--- config.mk ---
export PLATFORM = sky130hd
export DESIGN_NAME = lcc_mac
export DESIGN_NICKNAME = d
export VERILOG_FILES = /design/src/lcc_pkg.sv /design/src/lcc_mac.sv
export SDC_FILE = /design/constraint.sdc
export NUM_CORES = 1
export LEC_CHECK = 0
export BUFFER_PORTS_ARGS = -buffer_cell sky130_fd_sc_hd__buf_2
export CAP_MARGIN = 20
export CORE_ASPECT_RATIO = 1.25
export CORE_MARGIN = 1.5
export CORE_UTILIZATION = 40
export DETAILED_ROUTE_END_ITERATION = 7
export PLACE_DENSITY = 0.68
export SLEW_MARGIN = 20
export SYNTH_ARGS = -nofsm -noshare
export SYNTH_HDL_FRONTEND = slang
export SYNTH_SLANG_ARGS = --single-unit
export TNS_END_PERCENT = 1
--- constraint.sdc ---
create_clock -name clock -period 9.13 [get_ports clock]
set_input_delay 1.826 -clock clock [delete_from_list [all_inputs] [get_ports clock]]
set_output_delay 1.826 -clock clock [all_outputs]
set_load 0.01 [all_outputs]
--- src/lcc_pkg.sv ---
`timescale 1ns / 1ps

package lcc_pkg;

   localparam int GRID_SIZE = 16;
   localparam int GRID_W    = 4;
   localparam int CELL_W    = 12;
   localparam int ADDR_W    = 3 * GRID_W;
   localparam int CH_W      = 16;
   localparam int DIN_W     = CELL_W + 1;
   localparam int PROD_W    = CH_W + 1 + DIN_W;
   localparam int LED_MAX   = 255;

   localparam logic [3:0] SYM_ZERO = 4'b0001;
   localparam logic [3:0] SYM_ONE  = 4'b0111;

   localparam logic [1:0] CH_GREEN = 2'd0;
   localparam logic [1:0] CH_RED   = 2'd1;
   localparam logic [1:0] CH_BLUE  = 2'd2;

   localparam logic OP_LOAD    = 1'b0;
   localparam logic OP_CONVERT = 1'b1;

   typedef logic [CH_W-1:0] chan_type;
   typedef logic [GRID_W-1:0] grid_type;

   typedef struct packed {
      chan_type          entry;
      chan_type          base;
      logic signed [DIN_W-1:0] d_in;
      logic              span_neg;
      logic              load;
   } mac_req_type;

   function automatic logic [31:0] encode_byte(input logic [7:0] v);
      logic [31:0] w;
      w = '0;
      for (int i = 0; i < 8; i++) begin
         w[4*i +: 4] = v[7-i] ? SYM_ONE : SYM_ZERO;
      end
      return w;
   endfunction

endpackage

--- src/lcc_mac.sv ---
`timescale 1ns / 1ps

module lcc_mac (
   input  logic                   clock,
   input  lcc_pkg::mac_req_type   req,
   output lcc_pkg::chan_type      corr
);

   logic signed [lcc_pkg::CH_W:0]     diff;
   logic signed [lcc_pkg::PROD_W-1:0] prod_in;
   logic signed [lcc_pkg::PROD_W-1:0] prod_ff;
   logic                              neg_span_ff;
   logic [lcc_pkg::PROD_W-1:0]        mag;
   logic [lcc_pkg::PROD_W-1:0]        qm;
   logic                              neg;

   assign diff    = $signed({1'b0, req.entry}) - $signed({1'b0, req.base});
   assign prod_in = diff * $signed(req.d_in);

   always_ff @(posedge clock) begin
      if (req.load) begin
         prod_ff     <= prod_in;
         neg_span_ff <= req.span_neg;
      end
   end

   // round half away from zero, divisor is +/- cell span
   assign mag  = prod_ff[lcc_pkg::PROD_W-1] ? lcc_pkg::PROD_W'(-prod_ff)
                                            : lcc_pkg::PROD_W'(prod_ff);
   assign qm   = (mag + lcc_pkg::PROD_W'(1 << (lcc_pkg::CELL_W - 1))) >> lcc_pkg::CELL_W;
   assign neg  = prod_ff[lcc_pkg::PROD_W-1] ^ neg_span_ff;
   assign corr = neg ? lcc_pkg::CH_W'(-qm[lcc_pkg::CH_W-1:0]) : qm[lcc_pkg::CH_W-1:0];

endmodule

==> results of run 1 <==
[flip-flops by register name, indices dropped and copies added (netlist names)]
name,count
prod_ff,29
neg_span_ff,1
[layer usage]
metal / global-route usage [%] / wire length [µm]
met4: 4.22 / 473
met1: 22.0 / 9830
met2: 32.2 / 12600
met5: 0 / 0
met3: 1.83 / 854
[cells by family (layout without fill, tap and decap cells)]
kind of cell	Yosys count	count (layout)	synth area share, %
fa+ha+maj	300	300	49.0
buf+inv	286	402	10.6
flops	30	30	8.32
mux	3	3	0.277
simple gates	369	369	17.3
xor+xnor	75	75	6.07
compound gates	137	137	8.47
[worst paths after layout]
kind,from,endpoint,cells after the start
hold / removal,req[1],neg_span_ff,1
setup / recovery,req[16],prod_ff[29],31
[Yosys cell counts, drive strengths merged (28+ instances only)]
master,instances
nor2,39
a21oi,37
nand2,144
o21ai,28
ha,93
inv,240
nor2b,33
fa,207
edfxtp,30
clkbuf,42
and2,70
xnor2,59
[stage by stage]
step                      cell area [µm²]  hold WS [ns]
final                               12300          1.72
after global routing                12300          1.72
after floorplan                     10800          1.92
after global placement              12000          2.01
after detailed placement            12000          2.00
after CTS                           12200          1.71
[final cells by class]
class	instances	share of cell area [%]
Multi-Input combinational cell	884	72.3
Timing Repair Buffer	153	8.29
Inverter	241	7.38
Sequential cell	30	7.35
Tap cell	345	3.52
Clock buffer	5	1.02
Clock inverter	3	0.0919
[repair_timing]
action,in CTS,in global routing
endpoints found under the setup margin,1,9
resized for setup,1,22
pin swaps,0,6
gates cloned,0,0
hold buffers,0,0
==> flow_summary.toml, run 1 <==
[status]
status = "completed"

[placement]
place_congestion = 0.871
pre_cts_slack_ns = -0.288
dp_hpwl_um = 20100
dpl.cell_count = 1653
numPortBuffers = 63

[worst_setup_path]
required_ns = 9.15
slowest_stage = "fa_1"
critPathBufInv = 6
crit_type = "in -> reg"
cp_common_cell = "fa_1"
path_max_fanout = 11
crit_family = "adder cells"
worstPathArrival_ns = 8.76
worst_path_largest_cell_delay_ns = 0.55
worstSetupStartpointType = "primary input"
cp-end-kind = "flop"

[floorplanning]
ios = 64
dieHeight_um = 187
die_x_um = 150
initial_core_util_pct = 40.5
dieArea_um2 = 28100
rows = 67
coreArea_um2 = 26700

[clock_tree]
numClockSinks = 30
clockBufferDepth = 2
cts_root_buf = "clkbuf_16"
cts_setup_buffers = 0
cts-htree-levels = 2
clkTransAtPathRegs_ns = 0.06
numCtsBuffers = 5
tritoncts = "built"

[timing]
min_period_ns = 8.74
hold_violations = 0
final.setup.worst_slack_ns = 0.392
tns_ns = 0
drv_slew = 0
period_share_pct = 95.7
finalSetupViolCount = 0
fmax_ghz = 0.114
worst_pin_slew_ns = 0.740
worst_slew_margin_rel_pct = 50.4

[final_layout]
final_common_cell = "inv_1"
antenna_cells = 0
multi_input_area_um2 = 8860
area_growth_pct = 13.2
fin_nets = 1663
drive_gt1_share_pct = 15.0
ff_latch_area_um2 = 901
stdcell_count = 1661
layout_common_cells = "240 x inv_1, 206 x fa_1, 144 x nand2_1"
fillerInstances = 2587
utilization_pct = 45.8

[logic_synthesis]
synthCells = 1200
synth_top_cell_by_area = "fa_1"
syn_avg_cell_area_um2 = 9.02
ys_ff_latch = 30
syn-num-nets = 1548
synth_top_area_share_pct = 38.3
seq_area_frac_synth_pct = 8.32
synth-edff-count = 30
ys_warn_count = 0
ys.flop_type = "edfxtp_1"
syn_area_um2 = 10800
async_reset_ff_share_pct = 0
synthDistinctLibCells = 64
synth_area_leaders = "fa_1 38%, ha_1 11%, edfxtp_1 8.3%"

[global_route]
overflow = 0
grt_max_degree = 32
grt_pass1_vias = 8837
grt_pass1_wl_um = 40500
track_usage_pct = 17.6
antenna_found_initial = 0

[detailed_routing]
vias = 8325
viasPerCell = 5.01
first_iter_violations = 337
routed_wl_um = 23700
wl_per_cell_um = 14.3
detail-route-antenna-nets = 0
drc_errors = 0
first_pass_iters = 4

[worst_hold_path]
hold_path.class = "in -> reg"

[flow_run]
maxCapViolCount = 0
Power of run 1 is left out: the tool's default activity adds up to more than one toggle a clock period on the data nets, which glitch-free logic cannot reach.
==> inputs of run 2 (changes only) <==
- ABC_AREA: default -> 1
==> flow_summary.toml, run 2 <==
[timing]
worst_slew_margin_rel_pct = 57.6
period_share_pct = 93.8
hold_violations = 0
worst_pin_slew_ns = 0.635
grt_setup_unrepaired = "false"
tns_ns = 0
min_period_ns = 8.56
drv_slew = 0
finalSetupViolCount = 0
fmax_ghz = 0.117
final.setup.worst_slack_ns = 0.566

[floorplanning]
dieHeight_um = 190
dieArea_um2 = 28900
initial_core_util_pct = 40.6
rows = 68
die_x_um = 152
coreArea_um2 = 27500
ios = 64

[final_layout]
antenna_cells = 0
area_growth_pct = 8.31
fillerInstances = 2724
fin_nets = 1809
ff_latch_area_um2 = 901
reg_top3 = "prod_ff: 29 flops, neg_span_ff: 1 flops"
multi_input_area_um2 = 8970
utilization_pct = 43.9
top_register = "prod_ff"
final_common_cell = "inv_1"
drive_gt1_share_pct = 12.2
largest_reg_flops = 29
layout_common_cells = "307 x inv_1, 297 x nand2_1, 207 x fa_1"

[placement]
dp_hpwl_um = 22400
place_congestion = 0.926
pre_cts_slack_ns = -0.0248
numPortBuffers = 63

[logic_synthesis]
synth_top_area_share_pct = 37.2
synth-edff-count = 30
ys_warn_count = 0
synth_most_common_cell = "inv_1"
ys_ff_latch = 30
syn_avg_cell_area_um2 = 7.97
seq_area_frac_synth_pct = 8.08
syn_area_um2 = 11100
async_reset_ff_share_pct = 0
synth_top_cell_by_area = "fa_1"
ys.flop_type = "edfxtp_1"
synthCells = 1398
synth_commonest_cells = "307 x inv_1, 297 x nand2_1, 207 x fa_1"
syn-num-nets = 1746
synthDistinctLibCells = 45
synth_area_leaders = "fa_1 37%, ha_1 10%, inv_1 10%"

[worst_setup_path]
worstPathArrival_ns = 8.58
worst_path_largest_cell_delay_ns = 0.55
cp-end-kind = "flop"
crit_type = "in -> reg"
slowest_stage = "fa_1"
worstSetupStartpointType = "primary input"
required_ns = 9.14
cp_common_cell = "fa_1"
path_max_fanout = 6

[global_route]
overflow = 0
antenna_found_initial = 0
track_usage_pct = 18.7
grt_max_degree = 37
grt_pass1_wl_um = 44300
grt_pass1_vias = 9580

[clock_tree]
tritoncts = "built"
cts_root_buf = "clkbuf_16"
numCtsBuffers = 5
cts-htree-levels = 2
cts_hold_buf = 0
clkTransAtPathRegs_ns = 0.05
numClockSinks = 30
clockBufferDepth = 2

[detailed_routing]
first_iter_violations = 432
first_pass_iters = 5
wl_per_cell_um = 13.9
drc_errors = 0
detail-route-antenna-nets = 0
routed_wl_um = 25200
viasPerCell = 4.90
vias = 8887

[flow_run]
maxCapViolCount = 0

[status]
status = "completed"

[worst_hold_path]
hold_path.class = "in -> reg"
## run 2: critical path: cells and delay by family
kind / cells / cell delay [ns]
buf+inv: 4 / 0.28
xor+xnor: 1 / 0.15
fa+ha+maj: 9 / 3.79
compound gates: 8 / 1.27
simple gates: 9 / 1.27
## run 2: path summary, 6_finish.rpt
kind,depth (start not counted),slack (ns),from,to
setup / recovery,31,0.57,req[15],prod_ff[24]
hold / removal,1,1.73,req[1],neg_span_ff
## run 2: per-layer routing
layer	wire length, µm	share of wire (%)	vias to the layer above	track usage, %
li1	-	-	4309	-
met1	10300	41	4313	21.6
met2	12800	51	206	35.1
met3	883	3.5	59	1.66
met4	1240	4.9	0	8.33
met5	0	0	-	0
## run 2: area by class of cell
type                            instances  area share (%)
Timing Repair Buffer                   77            3.48
Clock buffer                            6            1.07
Inverter                              319            9.94
Multi-Input combinational cell       1028            74.3
Clock inverter                          2          0.0726
Tap cell                              350            3.63
Sequential cell                        30            7.46
## run 2: cells by family after synthesis
group,after synthesis,synth area share (%)
AO/OA/AOI/OAI,89,4.60
XOR/XNOR,48,3.84
adder cells (fa/ha/maj),300,47.6
buffers and inverters,340,11.5
flip-flops,30,8.08
AND/OR/NAND/NOR,591,24.3
## run 2: per-stage QoR
step,hold slack (ns),std cells,instance area (µm²)
2_1_floorplan,1.92,1398,11100
3_5_place_dp,2.01,1804,11900
3_3_place_gp,2.01,1804,11900
5_1_grt,1.73,1812,12100
6_report,1.73,1812,12100
4_1_cts,1.73,1812,12100
## run 2: timing repair
action | in CTS | in global routing
buffers inserted | 0 | 0
resized for setup | 0 | 5
endpoints found under the setup margin | 0 | 5
Power of run 2 is left out for the same reason.
==> inputs of run 3 (changes only) <==
- CTS_BUF_LIST: default -> sky130_fd_sc_hd__clkbuf_8
==> flow_summary.toml, run 3 (synthesized netlist as in run 2, its figures left out) <==
[worst_hold_path]
worstHoldStart = "req[1]"
hold_path.class = "in -> reg"

[detailed_routing]
routed_wl_um = 25100
drc_errors = 0
first_iter_violations = 413
first_pass_iters = 5
wl_per_cell_um = 13.8
vias = 8885
detail-route-antenna-nets = 0
viasPerCell = 4.90

[final_layout]
final_common_cell = "inv_1"
reg_top3 = "prod_ff: 29 flops, neg_span_ff: 1 flops"
drive_gt1_share_pct = 12.2
utilization_pct = 43.7
fillerInstances = 2734
largest_reg_flops = 29
fin_nets = 1809
layout_common_cells = "308 x inv_1, 297 x nand2_1, 207 x fa_1"
area_growth_pct = 7.80
antenna_cells = 0
final_area_um2 = 12000
top_register = "prod_ff"

[placement]
numPortBuffers = 63
dp_hpwl_um = 22400
dpl_cell_area_um2 = 11900
place_congestion = 0.926

[worst_setup_path]
worstPathArrival_ns = 8.68
worstSetupStartpointType = "primary input"
required_ns = 9.24
startpoint = "req[15]"
cp-end-kind = "flop"
path_max_fanout = 6
crit_type = "in -> reg"

[timing]
grt_setup_unrepaired = "false"
worst_slew_margin_rel_pct = 57.8
hold_violations = 0
worst_pin_slew_ns = 0.633
fmax_ghz = 0.117
period_share_pct = 93.8
drv_slew = 0
min_period_ns = 8.57
finalSetupViolCount = 0

[floorplanning]
initial_core_util_pct = 40.6
rows = 68
dieHeight_um = 190
ios = 64
dieArea_um2 = 28900
coreArea_um2 = 27500
die_x_um = 152

[clock_tree]
cts-htree-levels = 2
cts_hold_buf = 0
cts_setup_buffers = 0
ctsResizeCount = 0
clockBufferDepth = 2
numClockSinks = 30
tritoncts = "built"
cts_root_buf = "clkbuf_8"
numCtsBuffers = 5
clkTransAtPathRegs_ns = 0.06

[status]
status = "completed"

[global_route]
grt_pass1_vias = 9568
track_usage_pct = 18.7
grt_pass1_wl_um = 44200
grt_max_degree = 37
antenna_found_initial = 0
overflow = 0

[flow_run]
maxCapViolCount = 0
-- run 3: changes by cell type in the layout (fill, tap and decap cells not counted) --
cell | previous run | this run
clkbuf_1 | 1 | 0
clkbuf_16 | 5 | 0
clkbuf_8 | 0 | 5
inv_1 | 307 | 308
-- run 3: worst paths after layout --
kind                 endpoint  slack [ns]  cells after the start
hold / removal    neg_span_ff        1.72                      1
setup / recovery  prod_ff[27]        0.56                     28
-- run 3: metal layers --
| layer | part of all wire [%] | global-route usage, % | wire (µm) |
|---|---|---|---|
| met1 | 41 | 21.6 | 10200 |
| met2 | 51 | 35.0 | 12700 |
| met3 | 3.7 | 1.64 | 932 |
| met4 | 4.9 | 8.36 | 1220 |
| met5 | 0 | 0 | 0 |
-- run 3: critical path: stages --
cell and delay, ns:
buf_2 0.10, ha_1 0.21, fa_1 0.41, nand3b_1 0.18
nand2_1 0.12, inv_1 0.08, o221ai_2 0.20, a21boi_0 0.14
or2_2 0.29, nand2_1 0.17, nor2_1 0.08, fa_1 0.51
inv_1 0.05, fa_1 0.52, inv_1 0.05, fa_1 0.55
fa_1 0.45, fa_1 0.58, fa_1 0.43, ha_1 0.36
a21oi_1 0.15, o21ai_1 0.17, a21oi_2 0.22, inv_1 0.06
a21oi_1 0.23, o21bai_1 0.15, a21oi_1 0.17, xor2_1 0.20
-- run 3: final cells by class --
class	instances	area (µm²)	area share, %
Multi-Input combinational cell	1028	8970	74.7
Clock inverter	3	12.5	0.104
Timing Repair Buffer	77	420	3.50
Inverter	319	1200	9.99
Clock buffer	5	68.8	0.573
Sequential cell	30	901	7.50
Tap cell	350	438	3.64
-- run 3: stage by stage --
stage,setup slack (ns),cells,TNS [ns],hold WS (ns)
floorplan,0.700,1398,0,1.92
global placement,0.153,1804,0,2.01
detailed placement,-0.0248,1804,-0.0289,2.01
CTS,0.243,1812,0,1.72
global route,0.109,1812,0,1.71
finish,0.563,1812,0,1.72
Power of run 3 is left out for the same reason.
